--- src/design/pcct_pkg.sv ---
package pcct_pkg;

  // Motion sensitivity divider, power of two
  localparam int SENS_DIV = 4;
  localparam int SENS_SH  = $clog2(SENS_DIV);
  // Residue keeps -(SENS_DIV-1)..(SENS_DIV-1)
  localparam int RES_W    = SENS_SH + 1;
  // Residue plus one motion byte
  localparam int SUM_W    = 10;
  localparam int POS_W    = SUM_W + 1;
  localparam int DELTA_W  = 9;

  localparam logic [7:0] COLUMNS_RST = 8'd80;
  localparam logic [7:0] ROWS_RST    = 8'd25;
  localparam logic [7:0] COL_RST     = 8'd40;
  localparam logic [7:0] ROW_RST     = 8'd12;

  localparam int CFG_IDX_W  = 2;
  localparam int CFG_DATA_W = 8;

  typedef enum logic [CFG_IDX_W-1:0] {
    CFG_WHEEL_EN = 2'd0,
    CFG_COLUMNS  = 2'd1,
    CFG_ROWS     = 2'd2
  } cfg_idx_t;

  typedef enum logic [2:0] {
    MODE_PS2    = 3'd0,
    MODE_USB    = 3'd1,
    MODE_TAKE_L = 3'd2,
    MODE_TAKE_R = 3'd3,
    MODE_WHEEL  = 3'd4
  } mode_t;

  typedef enum logic [3:0] {
    PH_HEAD  = 4'b0001,
    PH_X     = 4'b0010,
    PH_Y     = 4'b0100,
    PH_WHEEL = 4'b1000
  } phase_t;

  typedef struct packed {
    logic [2:0]        mode;
    logic [7:0]        aux_byte;
    logic signed [7:0] report_dx;
    logic signed [7:0] report_dy;
    logic [7:0]        report_buttons;
  } in_t;

  typedef struct packed {
    logic [7:0]         cursor_x;
    logic [7:0]         cursor_y;
    logic [2:0]         buttons;
    logic               left_pending;
    logic               right_pending;
    logic               packet_done;
    logic               taken;
    logic [7:0]         taken_x;
    logic [7:0]         taken_y;
    logic signed [15:0] wheel_sum;
  } out_t;

endpackage

--- src/design/pcct_axis.sv ---
// One cursor axis: residue accumulate, divide toward zero, clamp to grid.
module pcct_axis (
  input  logic signed [pcct_pkg::RES_W-1:0]   residue,
  input  logic signed [pcct_pkg::DELTA_W-1:0] delta,
  input  logic [7:0]                          pos,
  input  logic [7:0]                          size,
  output logic signed [pcct_pkg::RES_W-1:0]   res_out,
  output logic [7:0]                          pos_out
);

  logic signed [pcct_pkg::SUM_W-1:0] sum;
  logic signed [pcct_pkg::SUM_W-1:0] sum_b;
  logic signed [pcct_pkg::SUM_W-1:0] quot;
  logic signed [pcct_pkg::SUM_W-1:0] rem;
  logic signed [pcct_pkg::POS_W-1:0] pos_sum;
  logic [7:0]                        top;

  always_comb begin
    sum   = pcct_pkg::SUM_W'(residue) + pcct_pkg::SUM_W'(delta);
    // bias negatives so the shift truncates toward zero
    sum_b = sum + (sum[pcct_pkg::SUM_W-1] ?
                   pcct_pkg::SUM_W'(pcct_pkg::SENS_DIV - 1) : pcct_pkg::SUM_W'(0));
    quot  = sum_b >>> pcct_pkg::SENS_SH;
    rem   = sum - (quot <<< pcct_pkg::SENS_SH);
    res_out = rem[pcct_pkg::RES_W-1:0];

    top     = (size == 8'd0) ? 8'd0 : size - 8'd1;
    pos_sum = $signed({3'b000, pos}) + pcct_pkg::POS_W'(quot);
    priority if (pos_sum[pcct_pkg::POS_W-1]) begin
      pos_out = 8'd0;
    end else if (pos_sum > $signed({3'b000, top})) begin
      pos_out = top;
    end else begin
      pos_out = pos_sum[7:0];
    end
  end

endmodule

--- src/design/pointer_packet_cursor_tracker.sv ---
// Pointer packet cursor tracker.
//
// Input channel (in_valid / in_stall / in_data): one word per item. A word
// carries a PS/2 aux byte, a USB boot-mouse report, or a take request for
// the held left click, the held right click or the wheel sum. PS/2 bytes
// are framed into 3-byte packets (4 with the wheel enabled); a head byte
// without bit 3 set is dropped to regain sync.
// Result channel (out_valid / out_stall / out_data): exactly one word per
// input word, in order: cursor cell, latched buttons, pending clicks, the
// returned click, and the wheel sum (the sum before clearing on a take).
// Config port (cfg_we / cfg_index / cfg_wdata): wheel enable, columns, rows.
// Write only while no words are in flight.
// Path: each word is held in the input register, then its result in the
// result register, from which out_data is driven. Throughput: one word per
// cycle while out_stall is low, set by the single-pass update between the
// two registers; the state is updated as each word moves on.
// When out_stall holds the result register, the input register still takes
// one more word, then in_stall rises. Synchronous reset clears the pipeline,
// puts the cursor at column 40 row 12 and loads the default grid 80x25.
module pointer_packet_cursor_tracker (
  input  logic                                 clk,
  input  logic                                 rst_n,
  input  logic                                 in_valid,
  output logic                                 in_stall,
  input  pcct_pkg::in_t                        in_data,
  output logic                                 out_valid,
  input  logic                                 out_stall,
  output pcct_pkg::out_t                       out_data,
  input  logic                                 cfg_we,
  input  logic [pcct_pkg::CFG_IDX_W-1:0]       cfg_index,
  input  logic [pcct_pkg::CFG_DATA_W-1:0]      cfg_wdata
);

  // ---------------- configuration registers ----------------
  logic       wheel_en_r;
  logic [7:0] columns_r;
  logic [7:0] rows_r;

  always_ff @(posedge clk) begin
    if (!rst_n) begin
      wheel_en_r <= 1'b0;
      columns_r  <= pcct_pkg::COLUMNS_RST;
      rows_r     <= pcct_pkg::ROWS_RST;
    end else if (cfg_we) begin
      unique case (pcct_pkg::cfg_idx_t'(cfg_index))
        pcct_pkg::CFG_WHEEL_EN: wheel_en_r <= cfg_wdata[0];
        pcct_pkg::CFG_COLUMNS:  columns_r  <= cfg_wdata;
        pcct_pkg::CFG_ROWS:     rows_r     <= cfg_wdata;
        default: ;  // unmapped index is ignored
      endcase
    end
  end

  // ---------------- pipeline control ----------------
  logic          s1_valid_r;
  pcct_pkg::in_t s1_r;
  logic          out_valid_r;
  pcct_pkg::out_t out_r;
  pcct_pkg::out_t res_nxt;
  logic          s1_adv;
  logic          in_fire;

  // s1 moves on when the result register is empty or being drained
  assign s1_adv   = s1_valid_r && (!out_valid_r || !out_stall);
  assign in_stall = s1_valid_r && !s1_adv;
  assign in_fire  = in_valid && !in_stall;

  always_ff @(posedge clk) begin
    if (!rst_n) begin
      s1_valid_r  <= 1'b0;
      out_valid_r <= 1'b0;
    end else begin
      s1_valid_r  <= in_fire || (s1_valid_r && !s1_adv);
      out_valid_r <= s1_adv || (out_valid_r && out_stall);
    end
  end

  always_ff @(posedge clk) begin
    if (in_fire) begin
      s1_r <= in_data;
    end
    if (s1_adv) begin
      out_r <= res_nxt;
    end
  end

  assign out_valid = out_valid_r;
  assign out_data  = out_r;

  // ---------------- tracker state ----------------
  pcct_pkg::phase_t                    phase_r, phase_nxt;
  logic [7:0]                          first_byte_r, first_byte_nxt;
  logic [7:0]                          x_byte_r, x_byte_nxt;
  logic [7:0]                          y_byte_r, y_byte_nxt;
  logic signed [pcct_pkg::RES_W-1:0]   x_res_r, x_res_nxt;
  logic signed [pcct_pkg::RES_W-1:0]   y_res_r, y_res_nxt;
  logic [7:0]                          col_r, col_nxt;
  logic [7:0]                          row_r, row_nxt;
  logic [2:0]                          btn_r, btn_nxt;
  logic                                left_flag_r, left_flag_nxt;
  logic [7:0]                          left_col_r, left_col_nxt;
  logic [7:0]                          left_row_r, left_row_nxt;
  logic                                right_flag_r, right_flag_nxt;
  logic [7:0]                          right_col_r, right_col_nxt;
  logic [7:0]                          right_row_r, right_row_nxt;
  logic signed [15:0]                  wheel_r, wheel_nxt;

  // axis units
  logic signed [pcct_pkg::DELTA_W-1:0] dx, dy;
  logic signed [pcct_pkg::RES_W-1:0]   x_res_mv, y_res_mv;
  logic [7:0]                          col_mv, row_mv;
  logic [7:0]                          y_src;

  pcct_axis u_axis_x (
    .residue (x_res_r),
    .delta   (dx),
    .pos     (col_r),
    .size    (columns_r),
    .res_out (x_res_mv),
    .pos_out (col_mv)
  );

  pcct_axis u_axis_y (
    .residue (y_res_r),
    .delta   (dy),
    .pos     (row_r),
    .size    (rows_r),
    .res_out (y_res_mv),
    .pos_out (row_mv)
  );

  // motion source: USB report, or the framed PS/2 bytes (Y byte may be live)
  always_comb begin
    y_src = (phase_r == pcct_pkg::PH_Y) ? s1_r.aux_byte : y_byte_r;
    if (s1_r.mode == pcct_pkg::MODE_USB) begin
      dx = pcct_pkg::DELTA_W'(s1_r.report_dx);
      dy = pcct_pkg::DELTA_W'(0) - pcct_pkg::DELTA_W'(s1_r.report_dy);
    end else begin
      dx = pcct_pkg::DELTA_W'($signed(x_byte_r));
      dy = pcct_pkg::DELTA_W'(0) - pcct_pkg::DELTA_W'($signed(y_src));
    end
  end

  logic               apply;      // packet done or report applied
  logic [7:0]         btn_src;
  logic               wheel_add;
  logic signed [16:0] wheel_sum17;

  always_comb begin
    phase_nxt      = phase_r;
    first_byte_nxt = first_byte_r;
    x_byte_nxt     = x_byte_r;
    y_byte_nxt     = y_byte_r;
    apply          = 1'b0;
    wheel_add      = 1'b0;
    btn_src        = first_byte_r;

    x_res_nxt      = x_res_r;
    y_res_nxt      = y_res_r;
    col_nxt        = col_r;
    row_nxt        = row_r;
    btn_nxt        = btn_r;
    left_flag_nxt  = left_flag_r;
    left_col_nxt   = left_col_r;
    left_row_nxt   = left_row_r;
    right_flag_nxt = right_flag_r;
    right_col_nxt  = right_col_r;
    right_row_nxt  = right_row_r;

    res_nxt          = '0;

    unique case (s1_r.mode)
      pcct_pkg::MODE_PS2: begin
        unique case (phase_r)
          pcct_pkg::PH_HEAD: begin
            // resync: a head byte must have bit 3 set
            if (s1_r.aux_byte[3]) begin
              first_byte_nxt = s1_r.aux_byte;
              phase_nxt      = pcct_pkg::PH_X;
            end
          end
          pcct_pkg::PH_X: begin
            x_byte_nxt = s1_r.aux_byte;
            phase_nxt  = pcct_pkg::PH_Y;
          end
          pcct_pkg::PH_Y: begin
            y_byte_nxt = s1_r.aux_byte;
            if (wheel_en_r) begin
              phase_nxt = pcct_pkg::PH_WHEEL;
            end else begin
              phase_nxt = pcct_pkg::PH_HEAD;
              apply     = 1'b1;
            end
          end
          pcct_pkg::PH_WHEEL: begin
            phase_nxt = pcct_pkg::PH_HEAD;
            apply     = 1'b1;
            wheel_add = wheel_en_r;
          end
          default: phase_nxt = pcct_pkg::PH_HEAD;
        endcase
      end
      pcct_pkg::MODE_USB: begin
        apply   = 1'b1;
        btn_src = s1_r.report_buttons;
      end
      pcct_pkg::MODE_TAKE_L: begin
        if (left_flag_r) begin
          res_nxt.taken   = 1'b1;
          res_nxt.taken_x = left_col_r;
          res_nxt.taken_y = left_row_r;
          left_flag_nxt   = 1'b0;
        end
      end
      pcct_pkg::MODE_TAKE_R: begin
        if (right_flag_r) begin
          res_nxt.taken   = 1'b1;
          res_nxt.taken_x = right_col_r;
          res_nxt.taken_y = right_row_r;
          right_flag_nxt  = 1'b0;
        end
      end
      default: ;  // wheel take handled below; unused codes change nothing
    endcase

    if (apply) begin
      x_res_nxt = x_res_mv;
      y_res_nxt = y_res_mv;
      col_nxt   = col_mv;
      row_nxt   = row_mv;
      btn_nxt   = btn_src[2:0];
      // first press holds the position after this move
      if (btn_src[0] && !left_flag_r) begin
        left_flag_nxt = 1'b1;
        left_col_nxt  = col_mv;
        left_row_nxt  = row_mv;
      end
      if (btn_src[1] && !right_flag_r) begin
        right_flag_nxt = 1'b1;
        right_col_nxt  = col_mv;
        right_row_nxt  = row_mv;
      end
    end

    // wheel nibble, sign-extended, saturating sum
    wheel_sum17 = 17'(wheel_r) + 17'($signed(s1_r.aux_byte[3:0]));
    if (s1_r.mode == pcct_pkg::MODE_WHEEL) begin
      wheel_nxt = 16'sd0;
    end else if (!wheel_add) begin
      wheel_nxt = wheel_r;
    end else if (wheel_sum17[16] != wheel_sum17[15]) begin
      wheel_nxt = wheel_sum17[16] ? 16'sh8000 : 16'sh7FFF;
    end else begin
      wheel_nxt = wheel_sum17[15:0];
    end

    res_nxt.cursor_x      = col_nxt;
    res_nxt.cursor_y      = row_nxt;
    res_nxt.buttons       = btn_nxt;
    res_nxt.left_pending  = left_flag_nxt;
    res_nxt.right_pending = right_flag_nxt;
    res_nxt.packet_done   = apply;
    res_nxt.wheel_sum     = (s1_r.mode == pcct_pkg::MODE_WHEEL) ? wheel_r : wheel_nxt;
  end

  // control state
  always_ff @(posedge clk) begin
    if (!rst_n) begin
      phase_r      <= pcct_pkg::PH_HEAD;
      x_res_r      <= '0;
      y_res_r      <= '0;
      col_r        <= pcct_pkg::COL_RST;
      row_r        <= pcct_pkg::ROW_RST;
      btn_r        <= '0;
      left_flag_r  <= 1'b0;
      left_col_r   <= '0;
      left_row_r   <= '0;
      right_flag_r <= 1'b0;
      right_col_r  <= '0;
      right_row_r  <= '0;
      wheel_r      <= '0;
    end else if (s1_adv) begin
      phase_r      <= phase_nxt;
      x_res_r      <= x_res_nxt;
      y_res_r      <= y_res_nxt;
      col_r        <= col_nxt;
      row_r        <= row_nxt;
      btn_r        <= btn_nxt;
      left_flag_r  <= left_flag_nxt;
      left_col_r   <= left_col_nxt;
      left_row_r   <= left_row_nxt;
      right_flag_r <= right_flag_nxt;
      right_col_r  <= right_col_nxt;
      right_row_r  <= right_row_nxt;
      wheel_r      <= wheel_nxt;
    end
  end

  // framing bytes: always written before read
  always_ff @(posedge clk) begin
    if (s1_adv) begin
      first_byte_r <= first_byte_nxt;
      x_byte_r     <= x_byte_nxt;
      y_byte_r     <= y_byte_nxt;
    end
  end

  // ---------------- assertions ----------------
  a_stall_only_full: assert property (@(posedge clk) disable iff (!rst_n)
    in_stall |-> s1_valid_r)
    else $error("in_stall with empty input register");

  a_take_left_clears: assert property (@(posedge clk) disable iff (!rst_n)
    (s1_adv && s1_r.mode == pcct_pkg::MODE_TAKE_L) |=> !left_flag_r)
    else $error("left click still pending after take");

  a_take_reports: assert property (@(posedge clk) disable iff (!rst_n)
    (s1_adv && s1_r.mode == pcct_pkg::MODE_TAKE_R && right_flag_r)
      |=> (out_valid_r && out_r.taken))
    else $error("held right click not returned");

  a_wheel_cleared: assert property (@(posedge clk) disable iff (!rst_n)
    (s1_adv && s1_r.mode == pcct_pkg::MODE_WHEEL) |=> (wheel_r == 16'sd0))
    else $error("wheel sum not cleared");

  a_col_in_grid: assert property (@(posedge clk) disable iff (!rst_n)
    (s1_adv && apply) |=>
      (col_r == 8'd0 || col_r < columns_r))
    else $error("cursor column outside grid after move");

endmodule
--- config.mk ---
export PLATFORM = sky130hd
export DESIGN_NAME = pointer_packet_cursor_tracker
export DESIGN_NICKNAME = d
export VERILOG_FILES = /design/src/design/pcct_pkg.sv /design/src/design/pcct_axis.sv /design/src/design/pointer_packet_cursor_tracker.sv
export SDC_FILE = /design/constraint.sdc
export NUM_CORES = 1
export LEC_CHECK = 0
export BUFFER_PORTS_ARGS = -buffer_cell sky130_fd_sc_hd__buf_2
export CAP_MARGIN = 20
export CORE_MARGIN = 2
export CORE_UTILIZATION = 54
export CTS_BUF_LIST = sky130_fd_sc_hd__clkbuf_16
export CTS_CLUSTER_SIZE = 14
export DETAILED_ROUTE_END_ITERATION = 10
export PLACE_DENSITY = 0.74
export SYNTH_ARGS = -nofsm -noshare
export SYNTH_HDL_FRONTEND = slang
export SYNTH_SLANG_ARGS = --single-unit
--- constraint.sdc ---
create_clock -name clk -period 12.7 [get_ports clk]
set_input_delay 1.27 -clock clk [delete_from_list [all_inputs] [get_ports clk]]
set_output_delay 1.27 -clock clk [all_outputs]
set_load 0.05 [all_outputs]
==> metrics.md, run 1 <==
| Metric | Value |
|---|---|
| Status | finished clean |
| HP Class | flip-flop to flip-flop |
| Routed WL per cell | 17.1 um |
| Max Freq | 0.116 GHz |
| CP Buf/Inv Count | 2 |
| Power Density | 122 mW/mm^2 |
| Post-synth top flop | edfxtp_1 |
| Starting density of the core | 55.1% |
| CTS Root Cell | clkbuf_16 |
| Grt ovf | 0 |
| TritonCTS clock tree | yes |
| Post-CTS setup buffer count | 0 |
| Global-route wire length before repair | 42.9 mm |
| Vias in the first global route | 8595 |
| Rows | 53 |
| P_leak | 5.62 nW |
| Placed Cells | 1513 |
| GRT Total Usage | 23.6% |
| Insertion delay of the later-clocked pin in the worst-skew pair | 0.51 ns |
| Final slew viol count | 0 |
| Clock slew at reported path FFs | 0.06 ns |
| Seq pwr share | 44.3% |
| Setup Crit Path Kind | flip-flop to flip-flop |
| Largest stage delay, worst path | 0.73 ns |
| Top-count cell post-synth | nand2_1 |
| Dominant cells by area after synthesis | edfxtp_1 (27%), dfxtp_1 (17%), ha_1 (8.0%), a22o_1 (3.6%), nand2_1 (3.6%) |
| Post-layout power | 1.61 mW |
| Slowest CP cell | nand2_1 |
| Dpl hpwl | 19.6 mm |
| CP max FO | 20 |
| Drt initial violations | 670 |
| Yosys cell types | 78 |
| Final setup vio count | 0 |
| Core area | 0.0211 mm^2 |
| Post-place setup slack | 4.19 ns |
| Clock network fraction of total power | 40.6% |
| Async set-reset flop share out of synthesis | 0% |
| DRC violations left | 0 |
| Final Cell Area | 0.0132 mm^2 |
| Placer Congestion | 0.887 |
| H-tree Lvls | 1 |
| Net Switching | 431 uW |
| Tightest Pin Transition | 0.920 ns |
| Post-CTS Resized | 0 |
| CTS Hold Bufs | 0 |
| Cell taking the most area after synthesis | edfxtp_1 |
| Total CTS buffers | 22 |
| Post-placement cell area | 0.0124 mm^2 |
| Worst setup SP type | flip-flop |
| Crit end category | flip-flop |
| Most common cell on crit path | ha_1 |
| Synthesized area per cell | 9.99 um^2 |
| Post-synth top area share | 26.9% |
| YS warnings | 0 |
| Hold WS | 0.453 ns |
| I/O Pins | 107 |
| Total Neg Setup Slack | 0 ns |
| Final WS setup | 4.05 ns |
| Mapped Cells | 1163 |
| Unrepaired setup endpoints after global routing | false |
| Vias | 9083 |
| Sw frac | 26.8% |
| Max Root-Sink Buffers | 3 |
| Worst IR Drop VDD | 0.0000928 V |
| Minimum clock period | 8.65 ns |
| WP data required | 12.91 ns |
| Register area share after synthesis | 43.8% |
| Final hold violations | 0 |
| Final wirelength | 26.5 mm |
| Final Net Count | 1391 |
| Max-slew headroom | 38.5% |
| Drt first pass iters | 5 |
| Largest net degree at the start of global routing | 60 |
| Final design utilization | 62.4% |
| Fin crit share | 68.1% |
| Comb pwr share | 15.1% |
| Area delta synth->final | 13.3% |
| Max Cap Viol | 0 |
| Syn_nets | 1292 |
| Int Pwr | 1.18 mW |
| Flops & latches, synth | 202 |
| DIE HEIGHT | 151 um |
| Layout cells sized above 1 | 16.2% |
| Number of buffers added on ports | 101 |
| Die Footprint | 0.0227 mm^2 |
| ANT nets after route | 0 |
| Synthesized area | 0.0116 mm^2 |
| Die width | 151 um |
| Top post-synthesis cells by count | nand2_1 (111), edfxtp_1 (104), dfxtp_1 (98) |
| ANT cells | 0 |
| Delay-heaviest family, CP | compound AO/OA/AOI/OAI gates |
| Critical path arrival | 8.87 ns |
| Sink Count | 202 |
| Number of synthesized flops with an enable pin | 104 |
| Worst clock skew | 0.0145 ns |
| Fin cells | 1553 |
| Initial antenna violation count | 0 |
| Vias/cell | 5.85 |
-- kinds of logic after synthesis --
kind of cell	after synthesis	share of synthesized area [%]
XOR/XNOR	59	4.63
flip-flops	202	43.8
AO/OA/AOI/OAI	317	19.2
buffers and inverters	94	3.16
adder cells (fa/ha/maj)	79	8.83
multiplexers	51	4.76
AND/OR/NAND/NOR	361	15.6
-- state kept, by name, summed over array words and instances (netlist names), 8 cells and up --
register / flops
row_r: 8
y_byte_r: 8
wheel_r: 16
right_col_r: 8
right_row_r: 8
out_data: 55
s1_r: 30
rows_r: 8
left_row_r: 8
columns_r: 8
left_col_r: 8
col_r: 8
x_byte_r: 8
-- per-layer routing --
layer | global-route usage [%] | vias to the layer above | wire length, um
li1 | - | 4498 | -
met1 | 32.2 | 4243 | 11900
met2 | 38.9 | 297 | 12200
met3 | 2.94 | 45 | 1750
met4 | 8.08 | 0 | 709
met5 | 0 | - | 0
-- worst paths after layout --
kind / slack [ns] / cells after the start / start / end
max: 4.05 / 27 / s1_r[32] / out_data[47]
min: 0.45 / 2 / right_col_r[6] / right_col_r[6]
max reg2reg: 4.05 / 27 / s1_r[32] / out_data[47]
min reg2reg: 0.45 / 2 / right_col_r[6] / right_col_r[6]
-- cells in the final DEF (no fill, tap or decap), types with 10 or more instances in the layout --
master and n:
buf_4 11, nand3_1 24, inv_1 60, nor3_1 21
nor2b_1 37, and3_1 15, ha_1 74, xnor2_1 34
a21oi_1 57, nor2_1 60, buf_2 101, and2_1 10
a21o_1 19, edfxtp_1 104, dfxtp_1 98, o21a_1 11
mux2i_1 26, a31oi_1 12, a22o_1 48, nand2b_1 25
clkbuf_16 23, o21ai_0 69, mux2_2 24, xor2_1 23
nor4_1 10, or2_2 14, nand2_1 111
-- cell type report --
| type | count | area [um^2] |
|---|---|---|
| clock inverter | 17 | 168 |
| timing repair buffer | 113 | 599 |
| tap | 275 | 344 |
| fill | 1772 | 7920 |
| inverter | 56 | 210 |
| clock buffer | 23 | 576 |
| sequential | 202 | 5080 |
| multi-input combinational | 867 | 6180 |
-- power by group through the flow --
stage	Clock, mW	Sequential [mW]	Combinational [mW]
2_1_floorplan	0	0.750	0.154
5_1_grt	0.694	0.715	0.267
4_1_cts	0.668	0.713	0.241
6_report	0.653	0.713	0.243
3_5_place_dp	0	0.727	0.240
3_3_place_gp	0	0.727	0.232
-- worst reg2reg max path, cell delays in order, from the launching register on --
cell and delay (ns):
edfxtp_1 0.50, nand2_1 0.73, mux2_2 0.43, ha_1 0.37
nand3_1 0.15, o22a_1 0.26, a21oi_1 0.24, o21ai_1 0.21
ha_1 0.36, nand3_1 0.11, a2111oi_2 0.44, o21ai_2 0.16
a2111oi_2 0.36, buf_4 0.25, mux4_2 0.52, ha_1 0.33
or3_1 0.40, and2_1 0.22, ha_1 0.28, nand2_1 0.07
a211oi_1 0.20, o21ai_1 0.30, buf_6 0.25, and3_1 0.26
o211ai_1 0.13, o21ai_0 0.10, nor3_1 0.53, o21ai_0 0.23
(Power assumes the default switching activity.)
==> inputs of run 2 (changes only) <==
--- a/config.mk
+++ b/config.mk
@@ -5,6 +5,7 @@
 export SDC_FILE = /design/constraint.sdc
 export NUM_CORES = 1
 export LEC_CHECK = 0
+export ABC_AREA = 1
 export BUFFER_PORTS_ARGS = -buffer_cell sky130_fd_sc_hd__buf_2
 export CAP_MARGIN = 20
 export CORE_MARGIN = 2
==> constraint.sdc (replaced) <==
create_clock -name clk -period 8.2 [get_ports clk]
set_input_delay 0.82 -clock clk [delete_from_list [all_inputs] [get_ports clk]]
set_output_delay 0.82 -clock clk [all_outputs]
set_load 0.05 [all_outputs]
==> run 2 against run 1 <==
Final cell count increased by 15%. Global-route usage decreased by 0.39 points. Clock power increased by 40%. Sequential power increased by 58%. Sequential share of layout area increased by 0.40 points. Utilization decreased by 0.45 points. Clock-buffer cell count unchanged. Critical path depth increased by 14. Flip-flop and latch count unchanged. First-iteration DRC count decreased by 21%. Largest power group unchanged.
==> metrics.md, run 2 <==
| Metric | Value |
|---|---|
| Status | finished clean |
| Setup Crit Path Kind | flip-flop to flip-flop |
| Leading cell type in the layout, fill and taps excluded | nand2_1 |
| Max reg flops | 55 |
| Post-layout power | 2.56 mW |
| TritonCTS clock tree | yes |
| Largest stage delay, worst path | 0.44 ns |
| Power Density | 196 mW/mm^2 |
| Final hold violations | 0 |
| Cell taking the most area after synthesis | edfxtp_1 |
| Global-route wire length before repair | 42.6 mm |
| Unrepaired setup endpoints after global routing | false |
| Final setup vio count | 0 |
| Register area | 0.00508 mm^2 |
| Mapped Cells | 1404 |
| Drt first pass iters | 4 |
| Dpl hpwl | 19.1 mm |
| Sink Count | 202 |
| CTS Hold Bufs | 0 |
| Max Freq | 0.133 GHz |
| Register area share after synthesis | 44.0% |
| Max Cap Viol | 0 |
| Starting density of the core | 55.0% |
| Fin cells | 1789 |
| P_leak | 5.92 nW |
| WP data required | 8.40 ns |
| Top-count cell post-synth | nand2_1 |
| Clock slew at reported path FFs | 0.06 ns |
| YS warnings | 0 |
| HP Class | flip-flop to flip-flop |
| Most common cell on crit path | nand2_1 |
| DIE HEIGHT | 150 um |
| Combinational family with the most area after synthesis | simple AND/OR/NAND/NOR gates |
| CTS Root Cell | clkbuf_16 |
| Most frequent cells in the layout | nand2_1 (280), inv_1 (189), a21oi_1 (140) |
| Rows | 53 |
| Drt initial violations | 530 |
| Flops & latches, synth | 202 |
| Number of synthesized flops with an enable pin | 104 |
| Routed WL per cell | 14.8 um |
| Yosys cell types | 47 |
| Number of buffers added on ports | 101 |
| H-tree Lvls | 1 |
| Total CTS buffers | 22 |
| ANT nets after route | 0 |
| Final Net Count | 1627 |
| Total Neg Setup Slack | 0 ns |
| Synth Area in Compound Gates | 17.2% |
| Tightest Pin Transition | 1.03 ns |
| GRT Total Usage | 23.2% |
| FILL cells | 1829 |
| Max Root-Sink Buffers | 3 |
| Final design utilization | 62.0% |
| Synthesized area | 0.0116 mm^2 |
| Slowest CP cell | edfxtp_1 |
| Vias | 9698 |
| Worst IR Drop VDD | 0.000149 V |
| Fin crit share | 91.8% |
| Post-synth top flop | edfxtp_1 |
| Critical path arrival | 7.73 ns |
| Final slew viol count | 0 |
| Core area | 0.0210 mm^2 |
| ANT cells | 0 |
| Adder-Cell Fraction of Synth Area | 8.87% |
| Area delta synth->final | 12.6% |
| Top post-synthesis cells by count | nand2_1 (280), inv_1 (187), a21oi_1 (140) |
| Layout cells sized above 1 | 12.4% |
| Worst setup SP type | flip-flop |
| Area of the multi-input gates | 0.00563 mm^2 |
| Async set-reset flop share out of synthesis | 0% |
| Die Footprint | 0.0226 mm^2 |
| Final wirelength | 26.5 mm |
| Vias/cell | 5.42 |
| CP max FO | 18 |
| Worst clock skew | 0.0210 ns |
| Post-synth top area share | 27.0% |
| Dominant cells by area after synthesis | edfxtp_1 (27%), dfxtp_1 (17%), nand2_1 (9.1%), ha_1 (8.0%), inv_1 (6.1%) |
| Largest net degree at the start of global routing | 93 |
| I/O Pins | 107 |
| DRC violations left | 0 |
| Synthesized area per cell | 8.24 um^2 |
| Placer Congestion | 0.903 |
| Minimum clock period | 7.52 ns |
| Post-CTS Resized | 0 |
| Insertion delay of the later-clocked pin in the worst-skew pair | 0.51 ns |
| Crit end category | flip-flop |
| Mux contribution to synthesized area | 0.173% |
| Post-CTS setup buffer count | 0 |
| Post-Synth XOR/XNOR Area | 3.77% |
| Max-slew headroom | 31.1% |
| Initial antenna violation count | 0 |
| Die width | 150 um |
| Grt ovf | 0 |
| Synth Area in Simple Gates | 18.5% |
| R2R Setup Slk | 0.68 ns |
| Placed Cells | 1748 |
| Vias in the first global route | 9066 |
| Syn_nets | 1533 |
==> run 2: power by group <==
| group | internal (mW) | switching [mW] | total [mW] |
|---|---|---|---|
| sequential | 1.11 | 0.0226 | 1.13 |
| clock | 0.510 | 0.407 | 0.917 |
| combinational | 0.164 | 0.347 | 0.511 |
| total | 1.78 | 0.776 | 2.56 |
==> run 2: kinds of logic (layout without fill, tap and decap cells) <==
kind of cell,count (synthesis),after routing
AOI/OAI and AO/OA,352,352
xor gates and xnor gates,46,46
adders and majority gates,79,79
buffers and inverters,229,339
DFF,202,202
muxes,2,2
and+or+nand+nor,494,494
==> run 2: area by class of cell <==
cell class              instances  share of cell area [%]
multi-input cells             973                    43.2
inverters                     188                    5.42
flip-flops and latches        202                    39.0
well taps                     275                    2.64
repair buffers                111                    4.61
clock inverters                17                   0.711
clock buffers                  23                    4.42
==> run 2: worst paths after layout <==
path,depth (start not counted),endpoint,from
max,41,out_data[43],s1_r[34]
min,0,x_byte_r[6],s1_r[30]
max reg2reg,41,out_data[43],s1_r[34]
min reg2reg,0,x_byte_r[6],s1_r[30]
==> run 2: per-layer routing <==
metal / vias to the layer above / GRT usage [%] / routed length [um]
met2: 254 / 39.5 / 12400
met4: 0 / 8.11 / 996
li1: 4957 / - / -
met3: 58 / 3.09 / 1440
met1: 4429 / 30.4 / 11600
met5: - / 0 / 0
==> run 2: per-stage QoR <==
step / worst slack [ns] / instance area [um^2] / hold slack (ns)
floorplan: 1.70 / 11600 / 0.427
CTS: 0.672 / 13000 / 0.451
global route: 0.00881 / 13000 / 0.457
finish: 0.675 / 13000 / 0.446
global placement: 1.02 / 12300 / 0.442
detailed placement: 0.774 / 12300 / 0.441
==> run 2: worst max-delay path: cells and delay by family (launching register included) <==
kind                     cells  cell delay (ns)
AO/OA/AOI/OAI                9             1.58
AND/OR/NAND/NOR             18             2.60
XOR/XNOR                     3             0.48
flip-flops                   1             0.44
buffers and inverters        7             0.83
adder cells (fa/ha/maj)      4             1.28
